--- src/rtl/fxalu_pkg.sv ---
// Shared types, action codes and word constants for the Q24.8 arithmetic unit.
package fxalu_pkg;

  localparam int WordBits   = 32;
  localparam int FracBits   = 8;
  localparam int QuoBits    = WordBits + FracBits;
  localparam int ProdBits   = 2 * WordBits;
  localparam int QueueDepth = 2;
  localparam int QueuePtrW  = $clog2(QueueDepth);

  localparam logic signed [WordBits-1:0] WordMax = {1'b0, {(WordBits-1){1'b1}}};
  localparam logic signed [WordBits-1:0] WordMin = {1'b1, {(WordBits-1){1'b0}}};

  typedef enum logic [3:0] {
    ACT_ADD = 4'd0,
    ACT_SUB = 4'd1,
    ACT_MUL = 4'd2,
    ACT_DIV = 4'd3,
    ACT_MIN = 4'd4,
    ACT_MAX = 4'd5,
    ACT_INC = 4'd6,
    ACT_DEC = 4'd7,
    ACT_I2F = 4'd8,
    ACT_F2I = 4'd9
  } action_e;

  typedef struct packed {
    logic [3:0]                 action;
    logic signed [WordBits-1:0] operand_a;
    logic signed [WordBits-1:0] operand_b;
  } in_item_t;

  typedef struct packed {
    logic signed [WordBits-1:0] result_value;
    logic                       a_greater;
    logic                       a_less;
    logic                       a_equal;
    logic                       overflow_flag;
    logic                       divide_by_zero;
  } out_item_t;

  // decoded operation as it sits in the queue
  typedef struct packed {
    logic [3:0]                 action;
    logic signed [WordBits-1:0] a;
    logic signed [WordBits-1:0] b;
    logic [WordBits-1:0]        mag_a;
    logic [WordBits-1:0]        mag_b;
    logic                       neg;
    logic                       b_zero;
    logic                       gt;
    logic                       lt;
    logic                       eq;
  } job_t;

  // one slot of the execution pipeline
  typedef struct packed {
    job_t                job;
    logic [WordBits-1:0] rem;
    logic [QuoBits-1:0]  quo;
    logic [QuoBits-1:0]  num;
    logic [ProdBits-1:0] prod;
  } stage_t;

endpackage

--- src/rtl/fxalu_front.sv ---
// Front end: decodes an incoming item into magnitudes, result sign and compare flags.
module fxalu_front import fxalu_pkg::*; (
  input  in_item_t item_i,
  output job_t     job_o
);

  always_comb begin
    job_o.action = item_i.action;
    job_o.a      = item_i.operand_a;
    job_o.b      = item_i.operand_b;
    job_o.mag_a  = item_i.operand_a[WordBits-1] ? (WordBits)'(-item_i.operand_a)
                                                : item_i.operand_a;
    job_o.mag_b  = item_i.operand_b[WordBits-1] ? (WordBits)'(-item_i.operand_b)
                                                : item_i.operand_b;
    job_o.neg    = item_i.operand_a[WordBits-1] ^ item_i.operand_b[WordBits-1];
    job_o.b_zero = (item_i.operand_b == '0);
    job_o.gt     = (item_i.operand_a > item_i.operand_b);
    job_o.lt     = (item_i.operand_a < item_i.operand_b);
    job_o.eq     = (item_i.operand_a == item_i.operand_b);
  end

endmodule

--- config.mk ---
export PLATFORM = sky130hd
export DESIGN_NAME = fxalu_front
export DESIGN_NICKNAME = d
export VERILOG_FILES = /design/src/rtl/fxalu_pkg.sv /design/src/rtl/fxalu_front.sv
export SDC_FILE = /design/constraint.sdc
export NUM_CORES = 1
export LEC_CHECK = 0
export ABC_AREA = 1
export BUFFER_PORTS_ARGS = -buffer_cell sky130_fd_sc_hd__buf_2
export CORE_AREA = 4 4 85 95
export DETAILED_ROUTE_END_ITERATION = 6
export DIE_AREA = 0 0 89 99
export GPL_ROUTABILITY_DRIVEN = 0
export GPL_TIMING_DRIVEN = 0
export PLACE_DENSITY = 0.79
export SETUP_SLACK_MARGIN = 0.15
export SLEW_MARGIN = 20
export SYNTH_ARGS = -nofsm -noshare
export SYNTH_HDL_FRONTEND = slang
export SYNTH_SLANG_ARGS = --single-unit
--- constraint.sdc ---
create_clock -name vclk -period 2.3
set_input_delay 0.46 -clock vclk [all_inputs]
set_output_delay 0.46 -clock vclk [all_outputs]
set_load 0.02 [all_outputs]
### Yosys cells after proc, flatten, opt, wreduce, memory -nomap -nowiden

Index checks and enable logic that the tools add are counted.

| word-level totals | value |
|---|---|
| input port bits | 68 |
| bits in registers | 0 |
| logic and storage cells | 9 |

| operators by class | value |
|---|---|
| bitwise operators | 1 |
| mux-type cells | 2 |
| reductions and logical operators | 1 |
| magnitude comparators | 2 |
| eq/ne operators | 1 |
| add/sub/neg operators | 2 |

Operator list:

| operator | number |
|---|---|
| 2-to-1 mux 32 bit | 2 |
| negation 32 bit | 2 |
| equality test 32 bit | 1 |
| greater-than comparator 32 bit | 1 |
| zero test 32 bit | 1 |
| < comparator 32 bit | 1 |
| XOR 1 bit | 1 |

### Longest topological paths before layout

| depth | value |
|---|---|
| depth in word-level cells | 2 |
| depth in mapped cells | 16 |
| mapped depth without buffers | 16 |

### Worst setup path after synthesis

Ideal clock, no wire load.

| path | value |
|---|---|
| path kind | input to output |
| from | in item_i[31] (netlist name) |
| to | out job_o[2] (netlist name) |
| path buffers | 0 |
| slack | -0.124 ns |
| data required time | 1.840 ns |
| arrival time | 1.964 ns |
| stages on the path | 7 |
| cells stage by stage | inv_1 > ha_1 > nand2_1 > nor2_1 > nand2_1 > nor3_1 > nor2_1 |

RTL lines:

| what | RTL line | source |
|---|---|---|
| from (decl) | fxalu_front.sv:3 | `input in_item_t item_i,` |
| to (decl) | fxalu_front.sv:4 | `output job_t job_o` |

==> results by group <==
Drt
  – Initial DRT Pass Iterations: 7
  – Initial drt markers: 1489
  – Vias: 6016
  – Post-DRT Antenna Nets: 0
  – # DRC: 123
  – Vias per cell: 6.699
  – Total routed wirelength: 26.60 mm
  – DR WL/cell: 29.63 um

CTS
  – CTS Hold Bufs: 0

Floorplan
  – # IOs: 205
  – Initial core utilization: 44.96%
  – Die Y-Extent: 99 um
  – Die Area: 8811 um^2
  – CORE AREA: 7007 um^2
  – Cell Rows: 32
  – Die X: 89 um

GRT
  – Grt total ovfl: 0
  – Largest net degree at the start of global routing: 11
  – Vias in the first global route: 4709
  – Initial antenna violation count: 0
  – First-pass GRT wire length: 23.79 mm
  – Total GRT Usage: 34.23%

Place
  – DP Area: 4342 um^2
  – DPL Wire Length: 10.21 mm
  – IO buf count: 201

Timing
  – # setup viols final: 32
  – Setup WS post-layout: -0.4255 ns
  – Slew Limit Fails: 0
  – Post-layout min period: 2.725 ns
  – Final hold vios: 0
  – Max frequency: 0.3669 GHz
  – Slew at the pin closest to its max-slew limit: 0.5937 ns
  – RSZ-0062 raised after global routing: yes
  – Tcrit/Tclk final: 118.5%
  – Slew HR: 60.42%

Yosys
  – Synth Area per Inst: 5.728 um^2
  – Number of synthesis warnings: 0
  – Synthesized instance count: 550
  – Sequential area share after synthesis: 0%
  – Yosys cell types: 32
  – Cell area after synthesis: 3151 um^2
  – Syn Nets: 652

Finish
  – Num sequential: 0
  – Sequential cell area: 0 um^2
  – Ratio of cells with drive above 1 in the final layout: 67.77%
  – CLK BUF: 0
  – Final nets: 917
  – N_diodes: 0
  – Layout Area Growth over Synthesis: 106.3%
  – Final core occ: 92.75%
  – Design area: 6499 um^2

Critical path
  – Crit Path Category: primary input to output pin
  – CP max-delay cell: ha_4
  – Crit path arrival time: 2.27 ns
  – Crit path launch: item_i[35]
  – Crit Path Max Fanout: 3
  – Crit path largest cell delay: 0.34 ns
  – CP cell instances: clkbuf_4 -> ha_4 -> nand2_2 -> inv_1 -> nand2_1 -> nand2_1 -> nand2_1 -> nand2_1 -> nand2_1 -> nand2_1 -> nand2_2 -> nand2_2 -> nand2_2 -> nand2_2 -> nor2_2 -> buf_6
  – Worst Path Required: 1.84 ns
  – CP Launch Type: primary input
  – Cell mode on critical path: nand2_1
  – Crit path capture type: output pin

Min path
  – Hold Startpoint: item_i[65]
  – Hold Path Depth: 2
  – Hold WC Path Type: primary input to output pin
  – Worst hold endpoint: job_o[134]

Pwr
  – Static leakage: 3.273 nW
  – VDD IR-drop max: 0.0002092 V
  – Pwr/cell area: 258.7 nW/um^2

Run status
  – Outcome: finished, violations left
  – Failing checks: design-rule violations, negative setup slack

Job
  – Max cap viols: 0
-- routing by layer --
layer	wire length (um)	GRT usage (%)	share of wire, %	vias up
met5	144	0	0.54	-
met2	10450	60.23	39	831
met1	7706	34.47	29	2624
met3	5050	12.79	19	339
li1	-	-	-	2216
met4	3250	17.41	12	6
-- power breakdown --
part	internal, W	switching (W)	leakage (nW)
combinational	0.000657	0.00102	3.27
sequential	0	0	0
clock	0	0	0
total	0.000657	0.00102	3.27
-- cells in the final DEF, fill, tap and decap left out, types with 3 or more instances in the layout --
| cell | Yosys | layout |
|---|---|---|
| buf_6 | 0 | 38 |
| nand4_1 | 11 | 11 |
| nor2_4 | 1 | 25 |
| o21ai_0 | 28 | 9 |
| inv_8 | 0 | 5 |
| o21ai_2 | 2 | 8 |
| o21ai_4 | 0 | 5 |
| buf_2 | 1 | 120 |
| nand2_4 | 0 | 14 |
| nor2_2 | 5 | 11 |
| buf_12 | 0 | 8 |
| clkbuf_4 | 0 | 4 |
| nand3_4 | 1 | 8 |
| buf_4 | 70 | 154 |
| ha_1 | 34 | 11 |
| nand3_2 | 2 | 8 |
| nand2_1 | 114 | 73 |
| inv_2 | 4 | 22 |
| nand2_2 | 1 | 28 |
| inv_4 | 0 | 16 |
| nand3_1 | 30 | 17 |
| xor2_1 | 46 | 40 |
| xor2_2 | 0 | 6 |
| xnor2_1 | 6 | 5 |
| nor2_1 | 63 | 33 |
| inv_1 | 77 | 29 |
| buf_8 | 0 | 12 |
| ha_4 | 0 | 23 |
| o21ai_1 | 4 | 12 |
| clkbuf_2 | 0 | 3 |
| nor3_4 | 0 | 9 |
| inv_6 | 0 | 6 |
| nor3_1 | 14 | 4 |
| a21oi_1 | 14 | 10 |
| nor3_2 | 2 | 3 |
-- critical path: cells and delay by family --
family                     cells  cell delay, ns
buffers and inverters          3            0.39
adders and majority gates      1            0.34
and+or+nand+nor               12            1.10
-- area by class of cell --
cell class | instances | area [um^2]
plain buffers | 77 | 571.8
multi-input cells | 392 | 3378
well taps | 85 | 106.4
fillers | 204 | 508.0
repair buffers | 263 | 2002
inverters | 81 | 440.4
-- synth_stat cells, types with 6 or more instances --
library cell	count	share of area, %
xnor2_1	6	1.7
nand4_1	11	2.2
a21oi_1	14	2.2
nand3_1	30	4.8
buf_4	70	17
nor3_1	14	2.2
o21ai_0	28	4.4
xor2_1	46	13
nor2_1	63	7.5
nand2_1	114	14
ha_1	34	14
inv_1	77	9.2
-- worst max path at each step --
| stage | endpoint | slack, ns | cells past startpoint |
|---|---|---|---|
| 6_report | job_o[2] | -0.43 | 16 |
| 5_1_grt | job_o[2] | -0.47 | 14 |
| 3_5_place_dp | job_o[55] | -0.26 | 10 |
| 3_3_place_gp | job_o[2] | -0.24 | 14 |
| 2_1_floorplan | job_o[2] | -0.007 | 12 |
| 4_1_cts | job_o[2] | -0.002 | 14 |
-- kinds of logic (layout without fill, tap and decap cells) --
kind of cell	Yosys count	in the layout	synth area share, %
AND/OR/NAND/NOR	252	252	35.62
XOR/XNOR	52	52	14.46
AO/OA/AOI/OAI	54	54	9.214
adder cells (fa/ha/maj)	34	34	13.50
buffers and inverters	158	421	27.20
-- repair_timing --
item	in CTS	in global routing
setup buffers	26	36
pin swaps	61	101
setup endpoints to repair	46	54
resized for setup	238	264
-- metrics by stage --
| step | total power, W | setup slack [ns] | cells | TNS, ns | hold WS [ns] |
|---|---|---|---|---|---|
| 6_report | 0.001681 | -0.4255 | 898 | -3.259 | 1.143 |
| 5_1_grt | 0.001714 | -0.4684 | 898 | -3.919 | 1.154 |
| 3_3_place_gp | 0.0009957 | -0.2368 | 836 | -1.820 | 1.141 |
| 2_1_floorplan | 0.0006515 | -0.006556 | 550 | -0.006556 | 0.9723 |
| 3_5_place_dp | 0.001017 | -0.2577 | 836 | -2.239 | 1.141 |
| 4_1_cts | 0.001216 | -0.001652 | 862 | -0.001652 | 1.141 |
Power figures use the tool's default switching activity.
