<file path="src/rtl/fxalu_pkg.sv">
// Shared types, action codes and word constants for the Q24.8 arithmetic unit.
package fxalu_pkg;

  localparam int WordBits   = 32;
  localparam int FracBits   = 8;
  localparam int QuoBits    = WordBits + FracBits;
  localparam int ProdBits   = 2 * WordBits;
  localparam int QueueDepth = 2;
  localparam int QueuePtrW  = $clog2(QueueDepth);

  localparam logic signed [WordBits-1:0] WordMax = {1'b0, {(WordBits-1){1'b1}}};
  localparam logic signed [WordBits-1:0] WordMin = {1'b1, {(WordBits-1){1'b0}}};

  typedef enum logic [3:0] {
    ACT_ADD = 4'd0,
    ACT_SUB = 4'd1,
    ACT_MUL = 4'd2,
    ACT_DIV = 4'd3,
    ACT_MIN = 4'd4,
    ACT_MAX = 4'd5,
    ACT_INC = 4'd6,
    ACT_DEC = 4'd7,
    ACT_I2F = 4'd8,
    ACT_F2I = 4'd9
  } action_e;

  typedef struct packed {
    logic [3:0]                 action;
    logic signed [WordBits-1:0] operand_a;
    logic signed [WordBits-1:0] operand_b;
  } in_item_t;

  typedef struct packed {
    logic signed [WordBits-1:0] result_value;
    logic                       a_greater;
    logic                       a_less;
    logic                       a_equal;
    logic                       overflow_flag;
    logic                       divide_by_zero;
  } out_item_t;

  // decoded operation as it sits in the queue
  typedef struct packed {
    logic [3:0]                 action;
    logic signed [WordBits-1:0] a;
    logic signed [WordBits-1:0] b;
    logic [WordBits-1:0]        mag_a;
    logic [WordBits-1:0]        mag_b;
    logic                       neg;
    logic                       b_zero;
    logic                       gt;
    logic                       lt;
    logic                       eq;
  } job_t;

  // one slot of the execution pipeline
  typedef struct packed {
    job_t                job;
    logic [WordBits-1:0] rem;
    logic [QuoBits-1:0]  quo;
    logic [QuoBits-1:0]  num;
    logic [ProdBits-1:0] prod;
  } stage_t;

endpackage

</file>
<file path="src/rtl/fxalu_queue.sv">
// Small FIFO of decoded jobs between front end and execution pipeline.
module fxalu_queue import fxalu_pkg::*; (
  input  logic clk_i,
  input  logic rst_ni,
  input  logic push_i,
  input  job_t push_job_i,
  output logic full_o,
  input  logic pop_i,
  output logic valid_o,
  output job_t pop_job_o
);

  job_t                 mem_q [QueueDepth];
  logic [QueuePtrW-1:0] wr_q, rd_q;
  logic [QueuePtrW:0]   cnt_q;
  logic                 do_push, do_pop;

  assign full_o    = (cnt_q == (QueuePtrW+1)'(QueueDepth));
  assign valid_o   = (cnt_q != '0);
  assign pop_job_o = mem_q[rd_q];
  assign do_push   = push_i && !full_o;
  assign do_pop    = pop_i && valid_o;

  always_ff @(posedge clk_i or negedge rst_ni) begin
    if (!rst_ni) begin
      wr_q  <= '0;
      rd_q  <= '0;
      cnt_q <= '0;
    end else begin
      if (do_push) wr_q <= (wr_q == QueuePtrW'(QueueDepth-1)) ? '0 : wr_q + 1'b1;
      if (do_pop)  rd_q <= (rd_q == QueuePtrW'(QueueDepth-1)) ? '0 : rd_q + 1'b1;
      if (do_push && !do_pop)      cnt_q <= cnt_q + 1'b1;
      else if (do_pop && !do_push) cnt_q <= cnt_q - 1'b1;
    end
  end

  always_ff @(posedge clk_i) begin
    if (do_push) mem_q[wr_q] <= push_job_i;
  end

endmodule

</file>
<file path="config.mk">
export PLATFORM = sky130hd
export DESIGN_NAME = fxalu_queue
export DESIGN_NICKNAME = d
export VERILOG_FILES = /design/src/rtl/fxalu_pkg.sv /design/src/rtl/fxalu_queue.sv
export SDC_FILE = /design/constraint.sdc
export NUM_CORES = 1
export LEC_CHECK = 0
export BUFFER_PORTS_ARGS = -buffer_cell sky130_fd_sc_hd__clkbuf_2
export CORE_AREA = 8 8 174 217
export DETAILED_ROUTE_END_ITERATION = 7
export DIE_AREA = 0 0 182 225
export GPL_TIMING_DRIVEN = 0
export SETUP_SLACK_MARGIN = 0.02
export SLEW_MARGIN = 20
export SYNTH_ARGS = -nofsm -noshare
export SYNTH_HDL_FRONTEND = slang
export SYNTH_SLANG_ARGS = --single-unit
export TNS_END_PERCENT = 1
</file>
<file path="constraint.sdc">
create_clock -name clk_i -period 11.1 [get_ports clk_i]
set_input_delay 2.22 -clock clk_i [delete_from_list [all_inputs] [get_ports clk_i]]
set_output_delay 2.22 -clock clk_i [all_outputs]
set_load 0.005 [all_outputs]
</file>
; ---- Word level (Yosys, flattened, before mapping)
; Memories as Yosys holds them, arrays and structs flattened.
; Cells that the tools add are included.
[totals]
ff_bits = 4
ram_bits = 274
output_inout_bits = 139
word_cells = 24
n_memories = 1
[memory_table]
columns = memory, depth, width, rd, rd_clocked_by_memory_dff, write_ports, line_no
row1 = mem_q, 2, 137, 1, 0, 1, fxalu_queue.sv:13  ; job_t mem_q [QueueDepth];
[classes]
add_sub_neg = 4
n_eq_ne = 1
mux = 6
reduce_logical = 9
[ops]
columns = op, count
row1 = 1-bit logical AND, 4
row2 = 1-bit two-way mux, 4
row3 = 2-bit two-way mux, 2
row4 = 2-bit nonzero test, 2
row5 = 1-bit zero test, 3
row6 = "1-bit adder, second input constant", 2
row7 = "2-bit by 1-bit adder with 2-bit output, second input constant", 1
row8 = "2-bit equality test, second input constant", 1
row9 = "2-bit by 1-bit subtractor with 2-bit output, second input constant", 1

; ---- Depth between registers and ports, before layout
; Gate-level depths: netlist of run 1.
[depth]
depth_word = 7
ltp_mapped = 7
mapped_depth_nobuf = 7

; ---- Least setup slack after synthesis of run 1
; OpenSTA, ideal clock, no wires.
[synth_path]
path_kind = input -> register
from = input push_i
to = memory mem_q[0][0] (netlist name), enable pin
t_arrival_ps = 7999
required_time_ps = 10465
setup_slack_ps = 2466
cell_stages = 2
n_path_buf = 0
path_cell_list = nand2_1 > nor2_1
[synth_via]
elab_chain_len = 3
[synth_lines]
columns = element, line_no
row1 = from (decl), fxalu_queue.sv:5  ; input logic push_i,
row2 = 1-bit logical AND, fxalu_queue.sv:21  ; assign do_push = push_i && !full_o;
row3 = 1-bit two-way mux, fxalu_queue.sv:38  ; if (do_push) mem_q[wr_q] <= push_job_i;
row4 = 1-bit two-way mux (not written as such), fxalu_queue.sv:38
row5 = to (decl), fxalu_queue.sv:13
; Every way passes these cells.

==> impl.org, run 1 <==
** Status
- The flow ran to the end, and the final reports show no timing, DRC or antenna violations.

** Logic synthesis
- Gate count after technology mapping :: between 400 and 500
- After synthesis, the largest area contributor takes up between 80% and 90% of total cell area.
- Share of the yosys chip area belonging to registers :: 82.20%
- Warnings, synthesis :: 0
- Cell types with the largest area share after synthesis :: sky130_fd_sc_hd__edfxtp_1, sky130_fd_sc_hd__mux2_2, sky130_fd_sc_hd__buf_6, sky130_fd_sc_hd__dfrtp_1, sky130_fd_sc_hd__xnor2_1
- Mapped Avg Cell Area :: 22.77 um2
- Summing every instance area after synthesis gives slightly above 0.01 mm2.
- Yosys mapped the design onto 14 distinct sky130hd cell types.
- Summed over all instances, the cell type with the most area after synthesis is sky130_fd_sc_hd__edfxtp_1.
- When the netlist entered floorplanning its net count stood at between 500 and 600.
- After synthesis the netlist holds a flip-flop and latch count of between 200 and 300.

** Cells and area
- At the end of the flow, the number of nets in the layout was 905.
- The finished layout holds 1,214 standard cells, fillers aside.
- Inserted Diodes :: 0
- Filler Cell Count :: about 3,100
- Multi-input combinational cell area :: 0.001645 mm2
- Most frequent cells in the layout :: sky130_fd_sc_hd__clkbuf_2, sky130_fd_sc_hd__edfxtp_1, sky130_fd_sc_hd__mux2_2
- Sequential cell area :: ~0.0083 mm2
- The library cell used most frequently in the layout, excluding fill and tap cells, is sky130_fd_sc_hd__clkbuf_2.
- From synthesis to final layout, the design area changed by 30.31%.
- Cells with a size suffix above 1 make up 61.91% of the layout.

** Routing
- Number of nets still failing antenna checks after routing :: 0
- Routed via count divided by cell count :: between 4 and 5
- For this block, the via count after detailed routing is about 5,200.
- Routed Wire Length :: roughly 22 mm
- For this run, the detailed router's first-pass iteration total came to 4.
- Wire length per cell after detailed routing :: 18.31 um
- # DRC :: 0
- DRC violation total after the first TritonRoute iteration :: 184

** Worst setup path
- Measured in cells, the most critical reg-to-reg path has a length of 7.
- Launching element type of the critical path :: flip-flop
- Category of the worst setup path capture point :: primary output
- STA puts the critical path data arrival time at approximately 1.8 ns.
- The most critical setup path has its endpoint at pop_job_o[56].
- Capture instance of the worst register-to-register path :: mem_q[0][69]
- Largest driver fanout on the critical path :: 10
- Kind of critical path :: flip-flop to primary output
- Worst setup slack for register-to-register paths :: 8.81 ns
- Worst Setup SP :: rd_q
- Critical path data required time :: 8.88 ns
- Source of the worst register-to-register timing path :: cnt_q[0]

** GRT
- Wire length of the first global-routing pass :: approximately 33 mm
- Most used routing layer :: met2
- For this run the aggregate overflow at the end of global routing stands at 0.
- Pin count of the biggest net entering global routing :: 50
- Met2 routing resource usage after global routing :: between 15 and 20%
- The initial antenna violation count is 0.
- The number of global-route vias before repair is 5,685.
- For this run, the total global-route usage over all layers was measured as a little over a tenth.
- GRT met3 Usage :: 3.855%
- In the global route stage, met1 resource usage came out at 10.67%.

** Power and ir drop
- Leakage power :: 4.974 nW
- Across the VDD grid, the largest voltage drop is between 0.15 and 0.2 mV.
- In this run the power density over the cells is ~260 mW/mm2.
- The design draws around 0.0034 W.

** STA
- Number of slew-limit violations in the final report :: 0
- Final critical path time including I/O delays and setup :: about 4.0 ns
- Count of final setup violators :: 0
- In the finished design, the share of the clock period the worst path needs comes to approximately 36%.
- The clock arrives with between 0.009 and 0.01 ns of skew.
- In this run the tightest slew margin relative to its limit is ~55%.
- Highest clock rate :: 248.1 MHz
- In the post-route analysis, the smallest setup slack over all paths is 7.069 ns.
- RSZ-0062 raised after global routing :: false
- Slew of the pin with the lowest slew margin :: 0.6807 ns
- Count of endpoints failing hold in the final timing report :: 0

** Place
- Final HPWL from detailed placement :: roughly 16 mm
- Pre-CTS worst setup slack :: approximately 7 ns
- Counting tap cells, the placed design contains a total of about 1,200 instances.
- Buffers placed on the I/O ports in this run total approximately 280.
- Last weighted congestion value of the routability-driven placer :: 0.6968

** Min path
- The tightest min-delay check is of the flip-flop to flip-flop type.

** Die
- Vertical die dimension :: between 200 and 250 um
- Total Die Area :: ~0.04 mm2
- Standard-cell row count :: 76
- The initial utilization of the core area, before any placement, comes to 29.59%.
- 280 I/O pins were placed.
- In this run the horizontal extent of the chip is ~180 um.
- Placeable Area :: 0.03423 mm2

** Clock network
- Post-CTS Setup Inserts :: 0
- Clock tree synthesis inserted a total of 28 buffers.
- Cts repair resizes :: 0
- H-tree Lvls :: 1
- TritonCTS built the clock tree.
- Latest clock arrival within the worst-skew pair :: 0.54 ns
- The clock passes through at most 3 buffers.
- Hold repair after CTS inserted 0 buffers.
- Clock-pin slew was measured on the worst setup and hold paths at about 0.06 ns.
- CTS sink cnt :: about 280
- The root buffer cell chosen for the clock tree is sky130_fd_sc_hd__clkbuf_16.

** Run
- The tool flagged a number of max-cap violations equal to 0.
cell usage after synthesis, drive strengths merged:
cell type / number
ha: 1
nand2b: 1
nor2: 2
or2: 1
mux2: 137
xor2: 2
xnor2: 3
nand2: 2
buf: 15
edfxtp: 274
dfrtp: 4
inv: 2
and3: 1
cells by family after synthesis:
kind of cell | Yosys count | synth area share, %
flip-flops | 278 | 82.20
multiplexers | 137 | 15.23
buffers and inverters | 17 | 1.680
AND/OR/NAND/NOR | 7 | 0.3336
XOR/XNOR | 5 | 0.4323
adder cells (fa/ha/maj) | 1 | 0.1235
metal layers:
layer	part of all wire, %	wire length [um]
met4	1.9	431
met5	0	0
met1	36	7990
met2	54	11920
met3	8.5	1879
worst min path at each step:
stage | startpoint | to | slack (ns) | depth (start not counted)
floorplan | cnt_q[1] | cnt_q[1] | 0.46 | 1
global placement | wr_q | wr_q | 0.47 | 1
detailed placement | cnt_q[1] | cnt_q[1] | 0.47 | 1
CTS | cnt_q[1] | cnt_q[1] | 0.49 | 1
global route | cnt_q[1] | cnt_q[1] | 0.53 | 1
finish | cnt_q[1] | cnt_q[1] | 0.49 | 1
metrics by stage:
stage	cell area [um2]	utilization [%]	hold WS [ns]	TNS, ns
after floorplan	10130	-	0.4559	0
after detailed placement	12310	35.96	0.4733	0
after CTS	13200	38.56	0.4907	0
after global placement	12060	35.24	0.4738	-189.59
after global routing	13200	38.56	0.5301	0
final	13200	38.56	0.4902	0
worst max-delay path: stages, from the launching register on:
cell	delay (ns)
sky130_fd_sc_hd__dfrtp_1	0.38
sky130_fd_sc_hd__buf_6	0.22
sky130_fd_sc_hd__buf_6	0.18
sky130_fd_sc_hd__mux2_2	0.35
sky130_fd_sc_hd__clkbuf_2	0.13
flip-flops by register name, summed over array words and instances, names as in the netlist:
register	cells
rd_q	1
wr_q	1
mem_q	274
cnt_q	2
area by class of cell:
cell class              instances  share of cell area (%)
flip-flops and latches        278                   63.08
clock inverters                21                   1.204
plain buffers                  15                   1.232
inverters                       2                 0.05687
well taps                     429                   4.066
multi-input cells             150                   12.46
clock buffers                  31                   5.554
repair buffers                288                   12.34
where the power goes:
part | switching (W) | internal (W)
clock | 0.000384 | 0.000522
combinational | 0.000504 | 0.000514
sequential | 0.0000475 | 0.00143
total | 0.000936 | 0.00247
(Power assumes the default switching activity.)
==> run 2, diff against run 1 <==
ABC_AREA = 1   (was unset)
CORE_AREA = 8 8 175 218   (was 8 8 174 217)
DIE_AREA = 0 0 183 226   (was 0 0 182 225)
clock period = 3.3 ns   (was 11.1 ns; I/O delays follow)
==> run 2 against run 1 <==
  * Critical path depth is 2 higher
  * Register-to-register slack worse by 7.6 ns
  * Worst setup slack got worse by 6.4 ns
  * Core utilization is essentially flat
  * Worst hold slack lost 0.19 ns
==> impl.org, run 2 <==
** Status
- Result of the run :: finished clean

** Worst setup path
- Category of the worst setup path capture point :: primary output
- For the worst setup path, the data arrival time is 1.97 ns.
- In this run the worst path has a maximum fanout of 10.
- For the worst setup path, the data required time is around 2.6 ns.
- Launching element type of the critical path :: flip-flop
- The critical path is of the flip-flop to primary output type.
- Worst setup slack for register-to-register paths :: ~1.2 ns

** GRT
- Global routing consumed, over all layers together, around an eighth of the routing resources.
- Entering global routing, the biggest net connects 32 pins.
- Grt ovf :: 0
- The first global-routing pass estimated 37.42 mm of wire.
- Vias in the first global route :: between 6,000 and 7,000
- The initial antenna violation count is 4.

** Logic synthesis
- EDFF count, synth :: roughly 270
- Mapped Avg Cell Area :: roughly 14 um2
- Distinct cell type count of the synthesized netlist :: 15
- Dominant cell type by area after synthesis :: sky130_fd_sc_hd__edfxtp_1
- Cell with the most instances after synthesis :: sky130_fd_sc_hd__nand2_1
- Most common flop cell mapped by yosys :: sky130_fd_sc_hd__edfxtp_1
- Synth top area share :: about four fifths
- By area the synthesized netlist is led by sky130_fd_sc_hd__edfxtp_1, sky130_fd_sc_hd__nand2_1, sky130_fd_sc_hd__buf_6, sky130_fd_sc_hd__dfrtp_1, sky130_fd_sc_hd__buf_2.
- During synthesis, Yosys emitted a total of 0 warnings.
- Share of the yosys chip area belonging to registers :: between 80% and 90%
- Synth async-reset ratio :: roughly 1.4%
- Most frequent cells after synthesis :: sky130_fd_sc_hd__nand2_1, sky130_fd_sc_hd__edfxtp_1, sky130_fd_sc_hd__buf_2, sky130_fd_sc_hd__buf_6, sky130_fd_sc_hd__inv_1
- After synthesis the cells add up to about 0.010 mm2.
- Net Count, Synth :: a little under 900
- Gate count after technology mapping :: about 750
- Flip-flop and latch count after synthesis :: between 200 and 300

** Routing
- # DRC :: 0
- In the routed layout, each cell is associated on average with a via count of between 4 and 5.
- After detailed routing, the average wire length per cell comes to between 15 and 20 um.
- After detailed routing, the total wire length is 24.92 mm.
- The final route contains 6,466 vias.
- After the first detailed-routing iteration, the DRC count stood at 330.
- Number of nets still failing antenna checks after routing :: 0
- Before antenna repair, the detailed router went through 4 iterations.

** Cells and area
- At the end of the flow, the number of nets in the layout was roughly 1,200.
- Most frequent standard cell in the layout excluding fill and tap cells :: sky130_fd_sc_hd__nand2_1
- Area added between synthesis and finish :: 31.64%
- Filler Cell Count :: ~3,300
- Cells with a size suffix above 1 make up approximately a third of the layout.
- Cell area after layout :: between 0.01 and 0.015 mm2
- In the final layout, the registers with the most flip-flops are mem_q: 274 flops, cnt_q: 2 flops.
- Final core occ :: 38.57%
- Reg with most FFs :: mem_q
- Largest register FFs :: 274
- Most frequent cells in the layout :: sky130_fd_sc_hd__nand2_1, sky130_fd_sc_hd__clkbuf_2, sky130_fd_sc_hd__edfxtp_1

** Power and ir drop
- Power density of the placed cells :: around 890 mW/mm2
- VDD sags by at most between 0.3 and 0.4 mV.
- For this design the static power due to leakage is roughly 5.8 nW.

** STA
- After routing, the total negative slack on setup checks comes to 0 ns.
- Count of endpoints failing hold in the final timing report :: 0
- Final critical path time including I/O delays and setup :: around 2.6 ns
- Timing would allow up to 380.0 MHz.
- Relative slew slack :: 51.63%
- Part of the cycle the worst path needs :: between 70% and 80%
- At the pin with the least slew margin, the transition time is approximately 0.72 ns.
- Number of slew-limit violations in the final report :: 0
- Count of final setup violators :: 0
- Max Clock Skew :: 0.01148 ns
- RSZ-0062 raised after global routing :: false
- Worst hold slack across all endpoints :: ~0.30 ns

** Die
- The die is roughly 230 um tall.
- Die X :: between 150 and 200 um
- In this run the standard cell core region covers 0.03488 mm2.
- Starting utilization of the core area :: approximately 30%
- The die covers 0.04136 mm2.
- Standard-cell row count :: 77
- I/O pin cnt :: 280

** Clock network
- H-tree Lvls :: 1
- CTS sink cnt :: roughly 280
- After clock tree synthesis, the clock-pin slew on the worst setup and hold paths is ~0.060 ns.
- Cell chosen for the clock root :: sky130_fd_sc_hd__clkbuf_16
- CTS buffer count :: 29
- TritonCTS built the clock tree.
- At the later pin of the worst-skew pair, clock insertion delay measures ~0.54 ns.
- Max Root-Sink Buffers :: 3
- Once the clock tree was built, the resizer swapped 0 gates to a different size.

** Place
- At the end of routability-driven placement, the weighted congestion stood at 0.7457.
- Summed over all nets, the half-perimeter wirelength after detailed placement is ~18 mm.
- In this run the tool buffered the top-level ports with ~280 buffer cells.
- Cell area reported after detailed placement :: 0.01250 mm2

** Min path
- Worst min-delay path class :: primary input to flip-flop

** Run
- Across the run, the number of max-cap violations was 0.
run 2: cell count changes after synthesis, sizes merged, moves of 2 or more:
cell and delta:
buf +14, nand2 +420, mux2 -137, xor2 -2, xnor2 -2, nand3 +2, inv +6
run 2: where the power goes:
| part | leakage [nW] | switching (W) | internal (W) | total [W] |
|---|---|---|---|---|
| combinational | 2.72 | 0.00236 | 0.00145 | 0.00381 |
| sequential | 2.60 | 0.000166 | 0.00480 | 0.00497 |
| clock | 0.450 | 0.00129 | 0.00193 | 0.00321 |
run 2: repair_timing:
action	in CTS	in global routing
endpoints found under the setup margin	0	0
setup buffers	0	0
hold endpoints to repair	4	0
hold buffers	1	0
run 2: layer usage:
layer	GRT usage, %	routed length, um	vias to the layer above
li1	-	-	3173
met1	13.54	10000	3021
met2	19.82	12120	224
met3	4.153	2211	42
met4	3.626	542	6
met5	0	41	-
run 2: final cells by class:
cell class	count	area, um2	area share [%]
diodes	1	2.502	0.01860
inverters	8	33.78	0.2512
well taps	474	593.1	4.409
flip-flops and latches	278	8328	61.92
clock buffers	38	759.5	5.647
multi-input cells	431	1645	12.23
plain buffers	30	221.5	1.647
clock inverters	13	175.2	1.302
repair buffers	292	1692	12.58
run 2: path summary, 6_finish.rpt:
path,startpoint,to,depth (start not counted)
min reg2reg,cnt_q[1],cnt_q[1],2
max in group asynchronous,rst_ni,wr_q,2
min in group asynchronous,rst_ni,rd_q,2
min,push_job_i[7],mem_q[1][7],1
max,rd_q,pop_job_o[20],6
max reg2reg,cnt_q[0],mem_q[0][2],6
run 2: logic make-up (layout without fill, tap and decap cells):
group | after synthesis | after routing | share of synthesized area [%]
other cells | 0 | 1 | 0
simple gates | 428 | 428 | 15.77
flops | 278 | 278 | 81.51
compound gates | 1 | 1 | 0.04894
xor+xnor | 1 | 1 | 0.08574
buf+inv | 38 | 381 | 2.461
fa+ha+maj | 1 | 1 | 0.1224
run 2: critical path, cell delays in order (launching register included):
cell and delay (ns):
sky130_fd_sc_hd__dfrtp_1 0.41, sky130_fd_sc_hd__inv_2 0.07, sky130_fd_sc_hd__buf_2 0.29, sky130_fd_sc_hd__buf_2 0.33
sky130_fd_sc_hd__nand2_1 0.08, sky130_fd_sc_hd__nand2_1 0.07, sky130_fd_sc_hd__clkbuf_2 0.17
run 2: through the flow:
stage	setup WS (ns)	power (W)	cells
6_report	0.6681	0.01199	1565
5_1_grt	0.4749	0.01281	1565
4_1_cts	0.5436	0.01228	1564
3_5_place_dp	1.029	0.009011	1512
3_3_place_gp	-1.564	0.008821	1500
2_1_floorplan	0.03112	0.006948	747
